### src/rtl/rau_pkg.sv
// rau_pkg: shared types and codes for the rational arithmetic unit.
// Used by rau_gcd, rau_div and rational_arith_unit_core; no dependencies.
package rau_pkg;

	localparam logic [2:0] CMD_ADD = 3'd0;
	localparam logic [2:0] CMD_SUB = 3'd1;
	localparam logic [2:0] CMD_MUL = 3'd2;
	localparam logic [2:0] CMD_DIV = 3'd3;
	localparam logic [2:0] CMD_CMP = 3'd4;

	localparam logic [1:0] STS_OK   = 2'd0;
	localparam logic [1:0] STS_ZDEN = 2'd1;
	localparam logic [1:0] STS_DIVZ = 2'd2;

	typedef struct packed {
		logic busy;
		logic done;
	} unit_sts_t;

endpackage

### src/rtl/rau_div.sv
// rau_div: restoring unsigned divider, one quotient bit per cycle.
// Depends on rau_pkg (unit_sts_t).
module rau_div #(
	parameter int PW = 64
) (
	input  logic               clk,
	input  logic               arst_n,
	input  logic               start,
	input  logic [PW-1:0]      n,
	input  logic [PW-1:0]      d,
	output logic [PW-1:0]      q,
	output rau_pkg::unit_sts_t sts
);

	localparam int CW = $clog2(PW) + 1;

	logic [PW:0]   rem_q, rem_sh;
	logic [PW-1:0] quo_q, d_q;
	logic [CW-1:0] cnt_q;
	logic          busy_q, done_q;

	assign rem_sh = {rem_q[PW-1:0], quo_q[PW-1]};

	always_ff @(posedge clk or negedge arst_n) begin
		if (!arst_n) begin
			busy_q <= 1'b0;
			done_q <= 1'b0;
		end else begin
			done_q <= 1'b0;
			if (start) begin
				busy_q <= 1'b1;
			end else if (busy_q && cnt_q == CW'(PW - 1)) begin
				busy_q <= 1'b0;
				done_q <= 1'b1;
			end
		end
	end

	always_ff @(posedge clk) begin
		if (start) begin
			rem_q <= '0;
			quo_q <= n;
			d_q   <= d;
			cnt_q <= '0;
		end else if (busy_q) begin
			cnt_q <= cnt_q + 1'b1;
			if (rem_sh >= {1'b0, d_q}) begin
				rem_q <= rem_sh - {1'b0, d_q};
				quo_q <= {quo_q[PW-2:0], 1'b1};
			end else begin
				rem_q <= rem_sh;
				quo_q <= {quo_q[PW-2:0], 1'b0};
			end
		end
	end

	assign q        = quo_q;
	assign sts.busy = busy_q;
	assign sts.done = done_q;

endmodule

### config.mk
export PLATFORM = sky130hd
export DESIGN_NAME = rau_div
export DESIGN_NICKNAME = d
export VERILOG_FILES = /design/src/rtl/rau_pkg.sv /design/src/rtl/rau_div.sv
export SDC_FILE = /design/constraint.sdc
export NUM_CORES = 1
export LEC_CHECK = 0
export ABC_AREA = 1
export BUFFER_PORTS_ARGS = -buffer_cell sky130_fd_sc_hd__buf_2
export CAP_MARGIN = 20
export CORE_AREA = 2 2 183 185
export CTS_CLUSTER_SIZE = 10
export DETAILED_ROUTE_END_ITERATION = 10
export DIE_AREA = 0 0 185 187
export HOLD_SLACK_MARGIN = 0.1
export PLACE_DENSITY = 0.77
export SLEW_MARGIN = 20
export SYNTH_ARGS = -nofsm -noshare
export SYNTH_HDL_FRONTEND = slang
export SYNTH_SLANG_ARGS = --single-unit
export TNS_END_PERCENT = 20
### constraint.sdc
create_clock -name clk -period 3.1 [get_ports clk]
set_input_delay 0.62 -clock clk [delete_from_list [all_inputs] [get_ports clk]]
set_output_delay 0.62 -clock clk [all_outputs]
set_load 0.01 [all_outputs]
* Word-level counts from Yosys, hierarchy flattened
Cells that the tools add are included.
** Word-level totals
- Word-level logic and storage cells :: 21
- Bits in registers :: 201
- Output and inout bits :: 66
** Operators by class
- Multiplexer cells :: 8
- Equal/unequal tests :: 1
- Reductions and logical operators :: 3
- Order comparisons :: 1
- Add/sub/neg operators :: 2
** Operator list (count)
- $mux 64 :: 3
- $ge 65x64->1 :: 1
- $sub 64x64->64 :: 1
- $add 7x1->7 const B :: 1
- $eq 7x6->1 const B :: 1
- $mux 1 :: 5
- $reduce_bool 2->1 :: 2
- $logic_and 1x1->1 :: 1

* Logic depth before layout (Yosys ltp)
Gate-level depths: netlist (run 1).
- Word-level depth :: 4
- Gate-level depth with buffers :: 19
- Depth with buffers taken out :: 18

* Least setup slack after synthesis (run 1)
Ideal clock, no wire load.
- Path type :: in2reg
- Start :: in start
- End :: reg quo_q[0] (netlist: q[0]), enable pin
- Stages :: 3
- Setup slack :: -0.139 ns
- Path buffers :: 1
- Library setup time :: 0.454 ns
- Arrival time :: 2.785 ns
- Cell sequence :: nor2_1 > clkinv_1 > clkbuf_1
** Between the ends
- Word-level cells in the longest chain between the ends :: 1
** Ends and longest elaborated chain
- start, declared :: RTL line rau_div.sv:8 : input logic start,
- $reduce_bool 2->1 (no source line)
- end signal, assigned :: RTL line rau_div.sv:42 : quo_q <= n;
- end signal, assigned :: RTL line rau_div.sv:49 : quo_q <= {quo_q[PW-2:0], 1'b1};
- end signal, assigned :: RTL line rau_div.sv:52 : quo_q <= {quo_q[PW-2:0], 1'b0};
- end, declared :: RTL line rau_div.sv:18 : logic [PW-1:0] quo_q, d_q;
Every way passes these cells.
A chain may end at the register's enable or synchronous reset.

* Final worst setup path (run 1)
- Start :: reg quo_q[63] (netlist: q[63])
- End :: reg rem_q[50]
** Between the ends
- Word-level cells in the longest chain between the ends :: 2
- Elaborated cells between the ends (all ways) :: 3
- Classes of those cells :: 1 x add/sub; 1 x order compare; 1 x mux
** Ends and longest elaborated chain
- $sub 64x64->64 or $ge 65x64->1 (tied branches) :: RTL line rau_div.sv:48, rau_div.sv:47
- $mux 64 (*) :: RTL line rau_div.sv:47 : if (rem_sh >= {1'b0, d_q}) begin
- end signal, assigned :: RTL line rau_div.sv:48 : rem_q <= rem_sh - {1'b0, d_q};
- end signal, assigned :: RTL line rau_div.sv:51 : rem_q <= rem_sh;
- end, declared :: RTL line rau_div.sv:17 : logic [PW:0] rem_q, rem_sh;
Mark *: on every way between the ends. The rest lies on a longest branch, timed or not.

==> impl_metrics.csv, run 1 <==
group,metric,value,unit
routing,drt-total-wl,45520,um
global_routing,grtUsageMet3,4.420,%
global_routing,track_usage,26.27,%
min_path,hp-class,"primary input to register",
placed_design,port_buffers,196,
global_routing,antenna_found_initial,0,
critical_path,crit_chain,"inv_1 -> ha_1 -> fa_1 -> nor2_1 -> nand2_1 -> nand3_1 -> nand2_1 -> nand2_1 -> nand2_1 -> nand2_1 -> nand2_1 -> nand4_1 -> nand3_1 -> nand2_1 -> nand2_1",
run_status,run_status,"finished clean",
timing,slew_viol_final,0,
clock_network,htree_levels,1,
pwr,p_per_area,405.4,nW/um^2
critical_path,crit_fanout,4,
critical_path,arrival,3.32,ns
routing,num_vias,13990,
clock_network,cts_root_buffer,"clkbuf_16",
pwr,power_leakage,9.328,nW
critical_path,slowest_delay,0.43,ns
finish,drive_above_1_share,13.87,%
clock_network,post_cts_buffers,0,
routing,avgRoutedWirePerCell,16.02,um
logic_synthesis,ys_seq_area_share,36.84,%
clock_network,clk_latency,0.55,ns
routing,initialDrtViolationCount,1164,
die,fp.coreArea,32860,sq um
die,die_x,185,um
routing,drt_pass1_iterations,6,
clock_network,cts.clk_slew.worst_paths,0.06,ns
timing,fin_skew,0.01110,ns
global_routing,grt_pass1_wl,70930,um
critical_path,crit_top_cell,"nand2_1",
logic_synthesis,netlist_area,14430,sq um
timing,worst_slew_pin_slew,0.8731,ns
timing,setup_viol,0,
clock_network,cts_sinks,201,
critical_path,critPathCaptureType,"register",
finish,fin_nets,2572,
clock_network,clockBufferDepth,3,
critical_path,crit_required,3.54,ns
routing,drc,0,
timing,tns,0,ns
global_routing,grt_max_degree,116,
routing,routed_via_density,4.923,
logic_synthesis,synth_top_cell_by_area,"edfxtp_1",
timing,clock.fmax,0.3474,GHz
critical_path,critPathLaunchType,"register",
die,die_h,187,um
finish,syn2layout_area_growth,15.20,%
finish,n_antenna_cell,0,
placed_design,pre_cts_ws,0.2859,ns
job,max_cap_viol_count,0,
die,initial_core_util,43.90,%
logic_synthesis,avgSynthCellArea,6.612,sq um
clock_network,cts_tree,"built",
global_routing,top_usage_layer,"met2",
logic_synthesis,synth.distinct_cells,39,
routing,ant_nets,0,
logic_synthesis,synth.top_cell.area_share,26.64,%
clock_network,ctsResizeCount,0,
clock_network,cts_made_buffers,25,
timing,hold_viol_final,0,
placed_design,dpl.hpwl,36180,um
timing,setup_ws,0.2214,ns
pwr,ir_worst_vdd,0.4013,mV
die,num_rows,67,
global_routing,overflow,0,
critical_path,crit_type,"register to register",
logic_synthesis,syn_inst,2182,
logic_synthesis,synth.net_count,2379,
global_routing,met1_usage,35.38,%
critical_path,crit_slowest_cell,"fa_1",
finish,final_common_cell,"nand2_1",
global_routing,met2_usage,43.60,%
placed_design,gp_congestion,1.003,
timing,rsz0062_at_grt,"no",
timing,fin_crit,2.879,ns
timing,slew_headroom,41.79,%
logic_synthesis,netlist_top_cells_area,"edfxtp_1 27%, nand2_1 24%, inv_1 11%, dfxtp_1 9.9%, ha_1 5.6%",
logic_synthesis,ys.warnings.count,0,
global_routing,grt_pass1_vias,13430,
timing,fin_crit_sh,92.86,%
die,ios,197,
finish,layout_common_cells,"920 x nand2_1, 422 x inv_1, 195 x buf_2",
logic_synthesis,synth_seq_cells,201,
die,dieArea,34600,sq um
==> final cells by class <==
| type | instances | area [sq um] |
|---|---|---|
| fillers | 3386 | 16240 |
| multi-input cells | 1481 | 7121 |
| flip-flops and latches | 201 | 5315 |
| inverters | 451 | 1694 |
| repair buffers | 215 | 1170 |
| clock buffers | 40 | 691.9 |
| well taps | 448 | 560.5 |
| clock inverters | 6 | 68.82 |
==> registers in the layout (all words and copies together), names as in the netlist <==
register / cells
d_q: 64
q: 64
rem_q: 64
cnt_q: 7
busy_q: 1
done_q: 1
==> stage by stage <==
stage | hold slack (ns) | util, % | power [mW] | std cells | cell area (sq um)
after detailed placement | 0.4245 | 48.22 | 4.007 | 2795 | 15850
after floorplan | 0.3244 | - | 3.644 | 2182 | 14430
after global routing | 0.2221 | 50.58 | 7.022 | 2842 | 16620
after CTS | 0.2209 | 50.57 | 6.813 | 2842 | 16620
after global placement | 0.4253 | 48.22 | 3.993 | 2795 | 15850
final | 0.2433 | 50.58 | 6.739 | 2842 | 16620
==> critical path, delay by kind of cell (launching register included) <==
kind / cells / cell delay [ns]
adder cells (fa/ha/maj): 2 / 0.67
buffers and inverters: 1 / 0.09
flip-flops: 1 / 0.39
AND/OR/NAND/NOR: 12 / 1.61
==> where the power goes <==
group	total, mW	switching [mW]	internal [mW]
Combinational	0.860	0.543	0.317
Sequential	3.10	0.0766	3.02
Clock	2.78	1.17	1.61
Total	6.74	1.78	4.95
==> cell families (layout without fill, tap and decap cells) <==
logic type | count (synthesis) | in the layout | synth area share [%]
and+or+nand+nor | 1273 | 1273 | 37.55
DFF | 201 | 201 | 36.84
xor gates and xnor gates | 31 | 31 | 1.882
buffers and inverters | 500 | 712 | 13.82
AOI/OAI and AO/OA | 111 | 111 | 4.128
adders and majority gates | 66 | 66 | 5.776
==> metal layers <==
layer  routed length [um]  vias up
met5                    0        -
met4                 1239        0
met3                 3154       65
met2                20670      495
met1                20460     6392
li1                     -     7038
==> cells in the mapped netlist, drive strengths merged <==
| cell | number |
|---|---|
| a21o | 2 |
| a21oi | 53 |
| a31oi | 1 |
| and2 | 2 |
| buf | 33 |
| clkbuf | 16 |
| clkinv | 4 |
| dfrtp | 2 |
| dfxtp | 71 |
| edfxtp | 128 |
| fa | 1 |
| ha | 65 |
| inv | 447 |
| nand2 | 932 |
| nand3 | 149 |
| nand3b | 35 |
| nand4 | 17 |
| nor2 | 117 |
| nor3 | 17 |
| nor4 | 2 |
| o21a | 1 |
| o21ai | 43 |
| o21bai | 11 |
| or2 | 2 |
| xnor2 | 28 |
| xor2 | 3 |
==> repair_timing <==
action	in CTS	in global routing
setup endpoints to repair	0	0
hold endpoints to repair	2	0
hold buffers	1	0
==> worst paths after layout <==
| path | slack [ns] | endpoint | start | depth (start not counted) |
|---|---|---|---|---|
| worst max-delay path | 0.22 | rem_q[50] | q[63] | 15 |
| worst min-delay path | 0.24 | d_q[21] | d[21] | 1 |
| worst max register to register | 0.22 | rem_q[50] | q[63] | 15 |
| worst min register to register | 0.45 | done_q | cnt_q[6] | 1 |
| max in group asynchronous | 2.55 | done_q | arst_n | 2 |
| min in group asynchronous | 0.43 | busy_q | arst_n | 2 |
No activity file was read; power rests on OpenSTA's default activity.
==> inputs of run 2 (changes only) <==
Settings changed: CORE_AREA 2 2 183 185 to 2 2 154 156, DIE_AREA 0 0 185 187 to 0 0 156 158, PLACE_DENSITY 0.77 to 0.86.
Clock period 3.1 ns to 3.6 ns, I/O delays scaled along.
==> impl_metrics.csv, run 2 (synthesis gave the netlist of run 1 again) <==
group,metric,value,unit
clock_network,cts_made_buffers,24,
placed_design,pre_cts_ws,0.6886,ns
clock_network,cts_sinks,201,
clock_network,cts.clk_slew.worst_paths,0.06,ns
finish,fin_nets,2566,
global_routing,overflow,0,
finish,drive_above_1_share,13.49,%
timing,fin_crit,2.984,ns
finish,syn2layout_area_growth,13.07,%
min_path,hp-class,"primary input to register",
timing,whs,0.3545,ns
clock_network,cts_root_buffer,"clkbuf_16",
finish,final_common_cell,"nand2_1",
timing,setup_ws,0.6161,ns
pwr,p_total,5.596,mW
die,dieArea,24650,sq um
routing,drc,0,
global_routing,antenna_found_initial,1,
pwr,power_leakage,9.267,nW
clock_network,ctsResizeCount,0,
critical_path,critPathCaptureType,"register",
critical_path,arrival,3.39,ns
routing,initialDrtViolationCount,1435,
timing,clock.fmax,0.3351,GHz
die,initial_core_util,62.59,%
placed_design,dpl.hpwl,34340,um
die,ios,197,
routing,num_vias,14200,
die,die_x,156,um
placed_design,port_buffers,196,
routing,drt-total-wl,44950,um
placed_design,dp_cells,2632,
timing,worst_slew_pin_slew,0.7631,ns
global_routing,grt_max_degree,66,
timing,slew_viol_final,0,
die,die_h,158,um
timing,tns,0,ns
global_routing,grt_pass1_wl,70350,um
routing,routed_via_density,5.306,
timing,slew_headroom,49.12,%
placed_design,gp_congestion,1.042,
die,num_rows,56,
timing,fin_skew,0.02352,ns
critical_path,crit_required,4.01,ns
placed_design,post_dp_cell_area,15610,sq um
routing,drt_pass1_iterations,6,
finish,layoutNonFillerInstCount,2677,
finish,layout_common_cells,"920 x nand2_1, 422 x inv_1, 195 x buf_2",
finish,fill_cells,1902,
run_status,run_status,"finished clean",
routing,ant_nets,0,
timing,fin_crit_sh,82.89,%
timing,hold_viol_final,0,
global_routing,track_usage,36.53,%
job,max_cap_viol_count,0,
critical_path,critPathLaunchType,"register",
clock_network,cts_tree,"built",
clock_network,clk_latency,0.54,ns
routing,avgRoutedWirePerCell,16.79,um
clock_network,htree_levels,1,
finish,n_antenna_cell,0,
pwr,ir_worst_vdd,0.3961,mV
critical_path,crit_fanout,4,
timing,rsz0062_at_grt,"no",
finish,stdcell_area,16310,sq um
global_routing,grt_pass1_vias,13510,
die,fp.coreArea,23050,sq um
timing,setup_viol,0,
clock_network,clockBufferDepth,3,
finish,utilization,70.77,%
critical_path,crit_type,"register to register",
pwr,p_per_area,343.0,nW/um^2
## run 2: cell types whose count changed in the layout (fill, tap and decap cells not counted), sizes merged
cell / before / now
buf: 214 / 209
clkbuf: 40 / 41
clkinv: 7 / 6
bufinv: 1 / 0
inv: 449 / 448
## run 2: critical path, cell delays in order, from the launching register on
cell	delay, ns
edfxtp_1	0.38
inv_1	0.10
ha_1	0.24
fa_1	0.46
nor2_1	0.20
nand2_1	0.09
nand3_1	0.16
nand2_1	0.09
nand2_1	0.24
nand2_1	0.08
nand2_1	0.22
nand2_1	0.16
nand2_1	0.08
nand2_1	0.04
nand2_1	0.08
nand2_1	0.06
nand3_1	0.10
nand2_1	0.06
## run 2: layout make-up
type                    count  area, sq um  share of cell area [%]
inverters                 451         1694                   10.39
multi-input cells        1481         7121                   43.65
flip-flops and latches    201         5315                   32.58
clock inverters             3        27.53                  0.1687
clock buffers              41        664.4                   4.073
repair buffers            210         1129                   6.918
well taps                 290        362.8                   2.224
## run 2: worst paths after layout
check	to	depth (start not counted)	slack [ns]	from
worst max-delay path	rem_q[34]	17	0.62	q[63]
worst min-delay path	d_q[5]	1	0.35	d[5]
worst max register to register	rem_q[34]	17	0.62	q[63]
worst min register to register	done_q	1	0.46	cnt_q[6]
max in group asynchronous	done_q	2	2.94	arst_n
min in group asynchronous	busy_q	2	0.55	arst_n
## run 2: report_power, final
| group | total (mW) | leakage (nW) | internal (mW) | switching [mW] |
|---|---|---|---|---|
| clock | 2.18 | 0.331 | 1.25 | 0.934 |
| sequential | 2.67 | 1.93 | 2.60 | 0.0657 |
| combinational | 0.744 | 7.01 | 0.269 | 0.475 |
| total | 5.60 | 9.27 | 4.12 | 1.47 |
## run 2: routing by layer
metal	track usage, %	routed length (um)	vias up
li1	-	-	7023
met1	47.59	18670	6412
met2	62.07	20610	675
met3	5.995	3998	94
met4	12.36	1676	0
met5	0	0	-
## run 2: what timing repair did
item                                   in CTS  in global routing
buffers inserted                            0                  0
setup endpoints to repair                   0                  0
endpoints found under the hold margin       2                  0
hold buffers                                1                  0
==> inputs of run 3 (changes only) <==
Settings changed: CORE_AREA 2 2 154 156 to 2 2 168 170, DIE_AREA 0 0 156 158 to 0 0 170 172, PLACE_DENSITY 0.86 to 0.77.
Clock period 3.6 ns to 2.5 ns, I/O delays scaled along.
==> impl_metrics.csv, run 3 (synthesis gave the netlist of run 1 again) <==
group,metric,value,unit
critical_path,crit_required,2.92,ns
global_routing,grt_max_degree,80,
finish,drive_above_1_share,25.86,%
finish,fill_cells,2339,
global_routing,grt_pass1_wl,72710,um
timing,slew_viol_final,0,
global_routing,antenna_found_initial,1,
critical_path,critPathLaunchType,"register",
critical_path,arrival,2.89,ns
placed_design,dp_cells,2819,
die,die_h,172,um
pwr,power_leakage,10.27,nW
timing,fin_skew,0.01610,ns
global_routing,grt_pass1_vias,13990,
global_routing,track_usage,32.17,%
die,num_rows,61,
run_status,run_status,"finished clean",
die,dieArea,29240,sq um
finish,seq_area,5315,sq um
routing,drt_pass1_iterations,5,
timing,hold_viol_final,0,
routing,num_vias,15000,
clock_network,cts_tree,"built",
clock_network,cts_made_buffers,25,
critical_path,crit_type,"register to register",
routing,avgRoutedWirePerCell,17.30,um
finish,layout_common_cells,"859 x nand2_1, 413 x inv_1, 195 x buf_2",
pwr,p_sw,2.304,mW
global_routing,overflow,0,
clock_network,cts_sinks,201,
pwr,ir_worst_vdd,0.5000,mV
pwr,switching_share,26.74,%
clock_network,htree_levels,1,
pwr,cellInternalPower,6.313,mW
timing,fin_crit_sh,98.80,%
clock_network,clockBufferDepth,3,
routing,routed_via_density,5.177,
timing,worst_slew_pin_slew,0.6908,ns
critical_path,crit_fanout,8,
timing,setup_viol,0,
clock_network,clk_latency,0.55,ns
timing,rsz0062_at_grt,"yes",
job,max_cap_viol_count,0,
placed_design,gp_congestion,1.031,
routing,ant_nets,0,
critical_path,crit_chain,"inv_1 -> ha_4 -> buf_4 -> nand2_4 -> nor2_4 -> nand2_2 -> inv_2 -> nand2_2 -> nor2_4 -> nand3_2 -> nand2_2 -> nor2_4 -> buf_12 -> nand2_8 -> clkbuf_16 -> nand2_1 -> nand3_1 -> o21ai_0",
clock_network,cts.clk_slew.worst_paths,0.06,ns
finish,layoutNonFillerInstCount,2898,
pwr,p_per_area,451.1,nW/um^2
die,ios,197,
timing,slew_headroom,53.95,%
clock_network,cts_root_buffer,"clkbuf_16",
critical_path,path_buf_inv,5,
placed_design,port_buffers,196,
placed_design,dpl.hpwl,37520,um
critical_path,crit_slowest_cell,"edfxtp_1",
finish,multiInputGateArea,8279,sq um
min_path,hp-class,"primary input to register",
finish,syn2layout_area_growth,32.39,%
pwr,p_total,8.617,mW
critical_path,slowest_delay,0.33,ns
routing,drt-total-wl,50140,um
timing,fin_crit,2.470,ns
die,initial_core_util,52.51,%
routing,drc,0,
finish,fin_nets,2730,
pwr,clockPowerShare,39.1,%
pwr,seq_power_share,44.6,%
timing,clock.fmax,0.4049,GHz
die,fp.coreArea,27480,sq um
finish,utilization,69.52,%
finish,final_common_cell,"nand2_1",
critical_path,critical_path.top_delay_family,"simple AND/OR/NAND/NOR gates",
pwr,power_frac_comb,16.2,%
timing,whs,0.1236,ns
die,die_x,170,um
critical_path,critPathCaptureType,"register",
finish,n_antenna_cell,0,
routing,initialDrtViolationCount,1287,
[run 3: cell types whose count changed in the layout (fill, tap and decap cells not counted), sizes merged]
| cell | change |
|---|---|
| buf | +155 |
| clkbuf | +8 |
| inv | +1 |
| nand2 | +1 |
[run 3: worst register-to-register path, stage by stage (launching register included)]
cell and delay, ns:
edfxtp_1 0.33, inv_1 0.07, ha_4 0.28, buf_4 0.13
nand2_4 0.07, nor2_4 0.13, nand2_2 0.07, inv_2 0.08
nand2_2 0.07, nor2_4 0.13, nand3_2 0.07, nand2_2 0.10
nor2_4 0.05, buf_12 0.15, nand2_8 0.20, clkbuf_16 0.21
nand2_1 0.06, nand3_1 0.06, o21ai_0 0.10
[run 3: final timing paths]
check | start | to | slack, ns | depth (start not counted)
setup / recovery | d_q[16] | rem_q[13] | 0.03 | 18
hold / removal | d[10] | d_q[10] | 0.12 | 1
setup reg to reg | d_q[16] | rem_q[13] | 0.03 | 18
hold reg to reg | cnt_q[6] | done_q | 0.45 | 1
max in group asynchronous | arst_n | busy_q | 2.08 | 2
min in group asynchronous | arst_n | busy_q | 0.32 | 2
[run 3: per-stage QoR]
step	setup slack, ns	cell area, sq um	TNS [ns]
global route	-0.1202	19100	-2.509
finish	0.03006	19100	0
floorplan	0.3349	14430	0
CTS	-0.006888	17740	-0.01385
detailed placement	-0.2364	16700	-9.412
global placement	-0.2010	16700	-7.460
[run 3: cell type report]
class	count	area share [%]
Tap cell	346	2.266
Clock inverter	4	0.1114
Sequential cell	201	27.83
Timing Repair Buffer	372	13.76
Clock buffer	42	3.819
Inverter	451	8.869
Multi-Input combinational cell	1482	43.34
[run 3: power groups by stage]
stage	combinational, mW	clock, mW	sequential (mW)
floorplan	0.584	0	3.93
global placement	1.15	0	3.90
detailed placement	1.18	0	3.90
CTS	1.21	3.41	3.84
global route	1.52	3.53	3.86
finish	1.40	3.37	3.85
[run 3: what timing repair did]
item | 4_1_cts | 5_1_grt
hold endpoints to repair | 2 | 0
pin swaps | 6 | 39
cloned | 1 | 8
hold buffers | 1 | 0
buffers inserted | 8 | 17
endpoints found under the setup margin | 65 | 65
gates resized for setup | 46 | 195
[run 3: metal layers]
metal / vias to the layer above / part of all wire [%] / GRT usage [%]
met2: 625 / 46 / 54.02
met3: 101 / 8.1 / 5.310
li1: 7378 / - / -
met4: 2 / 3.5 / 10.11
met5: - / 0.026 / 0
met1: 6896 / 42 / 42.62
